<file path="config.mk">
export PLATFORM = sky130hd
export DESIGN_NAME = ukte_ctrl
export DESIGN_NICKNAME = d
export VERILOG_FILES = /design/src/hdl/ukte_pkg.sv /design/src/hdl/ukte_ctrl.sv
export SDC_FILE = /design/constraint.sdc
export NUM_CORES = 1
export LEC_CHECK = 0
export BUFFER_PORTS_ARGS = -buffer_cell sky130_fd_sc_hd__buf_2
export CELL_PAD_IN_SITES_DETAIL_PLACEMENT = 0
export CELL_PAD_IN_SITES_GLOBAL_PLACEMENT = 1
export CORE_UTILIZATION = 34
export CTS_CLUSTER_DIAMETER = 100
export DETAILED_ROUTE_END_ITERATION = 6
export PLACE_DENSITY = 0.84
export SLEW_MARGIN = 20
export SYNTH_ARGS = -nofsm -noshare
export SYNTH_HDL_FRONTEND = slang
export SYNTH_SLANG_ARGS = --single-unit
</file>
<file path="constraint.sdc">
create_clock -name clk_i -period 2.3 [get_ports clk_i]
set_input_delay 0 -clock clk_i [delete_from_list [all_inputs] [get_ports clk_i]]
set_output_delay 0 -clock clk_i [all_outputs]
set_load 0.01 [all_outputs]
</file>
<file path="src/hdl/ukte_pkg.sv">
// ----------------------------------------------------------------------------
// ukte_pkg: shared types and constants of the unique key table engine
// Command codes, status codes, field widths and the control/status bundles
// exchanged between controller and datapath.
// ----------------------------------------------------------------------------
package ukte_pkg;

  // Default table geometry
  localparam int SLOTS_DEF     = 64;
  localparam int KEY_BYTES_DEF = 30;

  // Fixed port field widths
  localparam int FUNC_W      = 3;
  localparam int STATUS_W    = 3;
  localparam int SLOT_OUT_W  = 6;
  localparam int COUNT_OUT_W = 7;
  localparam int PART_W      = 64;
  localparam int PART3_W     = 40;
  localparam int RAW_KEY_W   = 3 * PART_W + PART3_W;

  // Command codes; the remaining codes are invalid
  typedef enum logic [FUNC_W-1:0] {
    FUNC_INSERT = 3'd0,
    FUNC_SEARCH = 3'd1,
    FUNC_MODIFY = 3'd2,
    FUNC_DELETE = 3'd3,
    FUNC_LIST   = 3'd4
  } func_e;

  // Result status codes
  typedef enum logic [STATUS_W-1:0] {
    ST_OK       = 3'd0,
    ST_NOTFOUND = 3'd1,
    ST_DUP      = 3'd2,
    ST_FULL     = 3'd3,
    ST_EMPTY    = 3'd4,
    ST_INVALID  = 3'd5
  } status_e;

  // Source of the slot number in a single result
  typedef enum logic [1:0] {
    SEL_ZERO = 2'd0,
    SEL_RD   = 2'd1,
    SEL_HIT  = 2'd2,
    SEL_FREE = 2'd3
  } slot_sel_e;

  // Controller to datapath
  typedef struct packed {
    logic      load;       // latch and normalize the input transfer
    logic      scan_clr;   // restart the slot scan
    logic      rd;         // read row at scan pointer, advance pointer
    logic      skip;       // advance pointer without reading
    logic      hit_set;    // remember the slot just compared as hit
    logic      wr_ins;     // write key to lowest free slot
    logic      wr_mod;     // write new key to hit slot
    logic      del;        // free the slot just compared
    logic      res_set;    // latch single-result status and slot
    status_e   res_status;
    slot_sel_e res_slot;
    logic      emit;       // push single result to output register
    logic      list_emit;  // push list entry to output register
  } cmd_t;

  // Datapath to controller
  typedef struct packed {
    logic [FUNC_W-1:0] func;       // latched command code
    logic              match_key;  // row read matches the key
    logic              match_new;  // row read matches the new key, other slot
    logic              scan_last;  // row read is the last slot
    logic              cur_valid;  // slot at scan pointer is occupied
    logic              full;       // no free slot
    logic              occ_zero;   // table is empty
    logic              list_last;  // next list entry is the final one
    logic              out_free;   // output register can take a result
  } sts_t;

endpackage

</file>
<file path="src/hdl/ukte_ctrl.sv">
// ----------------------------------------------------------------------------
// ukte_ctrl: command sequencer of the unique key table engine
// Walks the slot scans for each command, decides the outcome and hands
// results to the datapath output register.
// ----------------------------------------------------------------------------
module ukte_ctrl (
  input  logic            clk_i,
  input  logic            rst_ni,
  input  logic            in_valid_i,
  output logic            in_ready_o,
  input  ukte_pkg::sts_t  sts_i,
  output ukte_pkg::cmd_t  cmd_o
);

  typedef enum logic [8:0] {
    S_IDLE = 9'b000000001,
    S_DISP = 9'b000000010,
    S_KRD  = 9'b000000100,
    S_KCMP = 9'b000001000,
    S_NRD  = 9'b000010000,
    S_NCMP = 9'b000100000,
    S_LRD  = 9'b001000000,
    S_LOUT = 9'b010000000,
    S_RESP = 9'b100000000
  } state_e;

  state_e state_q, state_d;

  // State register
  always_ff @(posedge clk_i or negedge rst_ni) begin
    if (!rst_ni) begin
      state_q <= S_IDLE;
    end else begin
      state_q <= state_d;
    end
  end

  // Next state and commands
  always_comb begin
    state_d    = state_q;
    cmd_o      = '0;
    in_ready_o = 1'b0;
    unique case (state_q)
      S_IDLE: begin
        in_ready_o = 1'b1;
        if (in_valid_i) begin
          cmd_o.load = 1'b1;
          state_d    = S_DISP;
        end
      end
      S_DISP: begin
        case (sts_i.func) inside
          ukte_pkg::FUNC_INSERT, ukte_pkg::FUNC_SEARCH,
          ukte_pkg::FUNC_MODIFY, ukte_pkg::FUNC_DELETE: begin
            state_d = S_KRD;
          end
          ukte_pkg::FUNC_LIST: begin
            if (sts_i.occ_zero) begin
              cmd_o.res_set    = 1'b1;
              cmd_o.res_status = ukte_pkg::ST_EMPTY;
              cmd_o.res_slot   = ukte_pkg::SEL_ZERO;
              state_d          = S_RESP;
            end else begin
              state_d = S_LRD;
            end
          end
          default: begin
            cmd_o.res_set    = 1'b1;
            cmd_o.res_status = ukte_pkg::ST_INVALID;
            cmd_o.res_slot   = ukte_pkg::SEL_ZERO;
            state_d          = S_RESP;
          end
        endcase
      end
      S_KRD: begin
        cmd_o.rd = 1'b1;
        state_d  = S_KCMP;
      end
      // Search for the key, lowest slot first
      S_KCMP: begin
        if (sts_i.match_key) begin
          cmd_o.hit_set = 1'b1;
          cmd_o.res_set = 1'b1;
          state_d       = S_RESP;
          case (sts_i.func)
            ukte_pkg::FUNC_INSERT: begin
              cmd_o.res_status = ukte_pkg::ST_DUP;
              cmd_o.res_slot   = ukte_pkg::SEL_ZERO;
            end
            ukte_pkg::FUNC_DELETE: begin
              cmd_o.del        = 1'b1;
              cmd_o.res_status = ukte_pkg::ST_OK;
              cmd_o.res_slot   = ukte_pkg::SEL_RD;
            end
            ukte_pkg::FUNC_MODIFY: begin
              cmd_o.res_set  = 1'b0;
              cmd_o.scan_clr = 1'b1;
              state_d        = S_NRD;
            end
            default: begin
              cmd_o.res_status = ukte_pkg::ST_OK;
              cmd_o.res_slot   = ukte_pkg::SEL_RD;
            end
          endcase
        end else if (sts_i.scan_last) begin
          cmd_o.res_set = 1'b1;
          cmd_o.res_slot = ukte_pkg::SEL_ZERO;
          state_d       = S_RESP;
          if (sts_i.func == ukte_pkg::FUNC_INSERT) begin
            if (sts_i.full) begin
              cmd_o.res_status = ukte_pkg::ST_FULL;
            end else begin
              cmd_o.wr_ins     = 1'b1;
              cmd_o.res_status = ukte_pkg::ST_OK;
              cmd_o.res_slot   = ukte_pkg::SEL_FREE;
            end
          end else begin
            cmd_o.res_status = ukte_pkg::ST_NOTFOUND;
          end
        end else begin
          state_d = S_KRD;
        end
      end
      S_NRD: begin
        cmd_o.rd = 1'b1;
        state_d  = S_NCMP;
      end
      // Modify: new key must not sit in another slot
      S_NCMP: begin
        if (sts_i.match_new) begin
          cmd_o.res_set    = 1'b1;
          cmd_o.res_status = ukte_pkg::ST_DUP;
          cmd_o.res_slot   = ukte_pkg::SEL_ZERO;
          state_d          = S_RESP;
        end else if (sts_i.scan_last) begin
          cmd_o.wr_mod     = 1'b1;
          cmd_o.res_set    = 1'b1;
          cmd_o.res_status = ukte_pkg::ST_OK;
          cmd_o.res_slot   = ukte_pkg::SEL_HIT;
          state_d          = S_RESP;
        end else begin
          state_d = S_NRD;
        end
      end
      // List: skip free slots, read occupied ones
      S_LRD: begin
        if (sts_i.cur_valid) begin
          cmd_o.rd = 1'b1;
          state_d  = S_LOUT;
        end else begin
          cmd_o.skip = 1'b1;
        end
      end
      S_LOUT: begin
        if (sts_i.out_free) begin
          cmd_o.list_emit = 1'b1;
          state_d         = sts_i.list_last ? S_IDLE : S_LRD;
        end
      end
      S_RESP: begin
        if (sts_i.out_free) begin
          cmd_o.emit = 1'b1;
          state_d    = S_IDLE;
        end
      end
      default: begin
        state_d = S_IDLE;
      end
    endcase
  end

endmodule

</file>
==> run_results.csv <==
group,metric,value,unit
outcome,status,"finished, final reports clean",
sta,fmax,0.454,GHz
setup_path,crit_end_category,"output pin",
routing,detail_route.drc_violations,0,
sta,post-route-min-period,2.20,ns
synth,dominantRegCellSynth,"sky130_fd_sc_hd__dfrtp_1",
cts,clock_sink_count,9,
synth,ys_ff_latch,9,
cells_and_area,stdcell_area,0.00106,sq mm
synth,top_cell_type_s_share_of_synthesized_area,23.6,%
cts,clk_root_buffer_cell,"sky130_fd_sc_hd__clkbuf_4",
placement,placed_cells,160,
routing,drt_pass1_iterations,4,
sta,layout_worst_path_cycle_share,95.8,%
floorplanning,die_x_extent,52.0,um
synth,syn_area_per_cell,8.01,sq um
floorplanning,die_h,52.0,um
grt,grtUsageTotal,19.0,%
placement,place.detailed.hpwl,1760,um
cells_and_area,antenna-diode-count,0,
flow_run,max_cap_viol_count,0,
power,power_leakage,0.501,nW
synth,share_of_synthesized_flip_flops_with_an_asynchronous_set_or_reset,100,%
synth,leading_post_synthesis_cells_by_cell_area,"sky130_fd_sc_hd__dfrtp_1, sky130_fd_sc_hd__nor3_1, sky130_fd_sc_hd__nor2_1",
synth,syn_nets,120,
hold_path,timing.hold.worst.start,"sts_i[1]",
floorplanning,dieArea,0.00270,sq mm
setup_path,cp-start-kind,"flip-flop",
floorplanning,design.core.area,0.00228,sq mm
synth,synth.yosys.warnings,0,
power,max-vdd-ir-drop,0.574,mV
setup_path,timing_worst_setup_path_type,"flip-flop to output pin",
setup_path,critPathLaunch,"state_q[2]",
cts,clock_h_tree_levels,1,
floorplanning,pin_count,31,
synth,synth_top_cell_by_area,"sky130_fd_sc_hd__dfrtp_1",
grt,grt_start_max_net_pins,14,
setup_path,crit-reg2reg-launch,"state_q[4]",
synth,yosys.cell_count.top_type,"sky130_fd_sc_hd__nor2_1",
sta,setup-violations-final,0,
cts,clock_input_transition_at_the_sequential_cells_of_the_worst_setup_and_hold_paths,0.06,ns
floorplanning,start_util,37.3,%
routing,detailedRoute.firstIterationViolations,31,
synth,syn-instance-count,106,
routing,viasPerCell,5.56,
setup_path,largest_fanout_on_the_critical_path,6,
grt,grt_pass1_vias,872,
hold_path,min-delay-path-class,"input pin to flip-flop",
cts,ctsLongestPathBuffers,2,
cells_and_area,post_layout_nonfiller_instances,166,
synth,synth_edf_count,0,
grt,overall_overflow_remaining_after_global_route,0,
synth,synth-seq-area-share,26.7,%
routing,drt.antenna.violating_nets,0,
setup_path,worst-endpoint-required,2.30,ns
placement,io_buffers,30,
power,power_density,616,mW/mm^2
synth,post_synthesis_instance_area,850,sq um
synth,synth.top_cells.by_count,"sky130_fd_sc_hd__nor2_1, sky130_fd_sc_hd__nor3_1, sky130_fd_sc_hd__nand2_1",
cells_and_area,syn2layout_area_growth,24.4,%
grt,grt_antenna_before_repair,0,
cells_and_area,drive_gt1_share,34.8,%
sta,slew_violations,0,
sta,hold_ws,0.0156,ns
cells_and_area,max_reg_flops,9,
floorplanning,num_rows,17,
routing,routedWlPerCell,13.7,um
setup_path,critical_path_arrival,2.20,ns
cts,clock_insertion_delay_worst_skew,0.26,ns
grt,grt_first_pass_wirelength,3770,um
cells_and_area,nFillCells,242,
cells_and_area,layout_top_registers,"state_q x9",
cells_and_area,top_register,"state_q",
sta,final_hold_viol_count,0,
sta,timing.slew.headroom,54.4,%
sta,clock-skew-final,0.00609,ns
sta,rsz0062_at_grt,"no",
sta,tightestPinTransition,0.675,ns
placement,globalplace.congestion,0.833,
placement,placed_area,0.00100,sq mm
routing,dr_total_vias,923,
cells_and_area,final_nets,153,
synth,synthDistinctLibCells,45,
cts,clock_tree_from_tritoncts,"yes",
power,report.power.total,651,uW
cts,cts_buffers,3,
sta,tns,0,ns
routing,routed_wirelength,2270,um
placed cells by master, fill, tap and decap left out, types with 2 or more instances in the layout:
| master | Yosys | routed |
|---|---|---|
| sky130_fd_sc_hd__nand2_1 | 9 | 9 |
| sky130_fd_sc_hd__and3_1 | 3 | 3 |
| sky130_fd_sc_hd__o32ai_1 | 2 | 2 |
| sky130_fd_sc_hd__nand3_1 | 5 | 5 |
| sky130_fd_sc_hd__dlygate4sd3_1 | 0 | 2 |
| sky130_fd_sc_hd__and2_1 | 3 | 3 |
| sky130_fd_sc_hd__nand3b_1 | 2 | 2 |
| sky130_fd_sc_hd__nor4b_1 | 4 | 4 |
| sky130_fd_sc_hd__a31oi_1 | 3 | 3 |
| sky130_fd_sc_hd__a21o_1 | 2 | 2 |
| sky130_fd_sc_hd__buf_2 | 0 | 30 |
| sky130_fd_sc_hd__or4_4 | 1 | 2 |
| sky130_fd_sc_hd__dfrtp_1 | 8 | 8 |
| sky130_fd_sc_hd__clkbuf_4 | 0 | 3 |
| sky130_fd_sc_hd__nor2_1 | 11 | 11 |
| sky130_fd_sc_hd__inv_1 | 4 | 4 |
| sky130_fd_sc_hd__a21oi_1 | 2 | 2 |
| sky130_fd_sc_hd__nor3_1 | 10 | 10 |
| sky130_fd_sc_hd__buf_4 | 3 | 2 |
| sky130_fd_sc_hd__nor4_1 | 4 | 3 |
cell type report:
cell class / instances / area, sq um / share of cell area [%]
flip-flops and latches: 9 / 226 / 21.4
repair buffers: 34 / 185 / 17.5
well taps: 28 / 35.0 / 3.31
multi-input cells: 87 / 569 / 53.8
inverters: 4 / 15.0 / 1.42
clock buffers: 4 / 26.3 / 2.49
worst paths after layout:
| kind | endpoint | slack, ns | cells past startpoint |
|---|---|---|---|
| worst max-delay path | cmd_o[5] | 0.1 | 4 |
| min in group asynchronous | state_q[6] | 0.12 | 2 |
| worst max register to register | state_q[7] | 0.39 | 4 |
| max in group asynchronous | state_q[0] | 1.93 | 2 |
| worst min register to register | state_q[0] | 0.60 | 2 |
| worst min-delay path | state_q[0] | 0.02 | 3 |
power by group:
part           switching (mW)  total, mW  internal, mW
clock                  0.0558      0.123        0.0669
sequential             0.0432      0.232         0.189
combinational           0.165      0.296         0.131
timing repair:
| item | 4_1_cts | 5_1_grt |
|---|---|---|
| hold buffers | 2 | 0 |
| hold endpoints to repair | 10 | 0 |
| setup buffers | 0 | 0 |
| gates resized for setup | 0 | 2 |
| setup endpoints to repair | 0 | 3 |
worst max-delay path, cell delays in order (launching register included):
cell	delay (ns)
sky130_fd_sc_hd__dfrtp_1	0.43
sky130_fd_sc_hd__nor4b_1	0.64
sky130_fd_sc_hd__nand3_1	0.30
sky130_fd_sc_hd__o41ai_1	0.38
sky130_fd_sc_hd__buf_2	0.19
stage by stage:
| step | util (%) | setup WS (ns) |
|---|---|---|
| after global routing | 46.5 | 0.00591 |
| after CTS | 46.0 | 0.0191 |
| final | 46.5 | 0.0966 |
| after floorplan | - | 0.520 |
| after global placement | 44.0 | 0.351 |
| after detailed placement | 44.0 | 0.300 |
cells by family after synthesis:
family,synth area share [%]
buffers and inverters,7.51
AO/OA/AOI/OAI,19.0
AND/OR/NAND/NOR,44.8
XOR/XNOR,2.06
flip-flops,26.7
layer usage:
layer,vias up,wire [um],global-route usage [%]
met4,0,0,4.95
li1,472,-,-
met5,-,0,0
met1,435,1080,24.6
met2,16,1100,30.3
met3,0,86,5.56
Note: power is estimated with default switching activity, not from simulation.
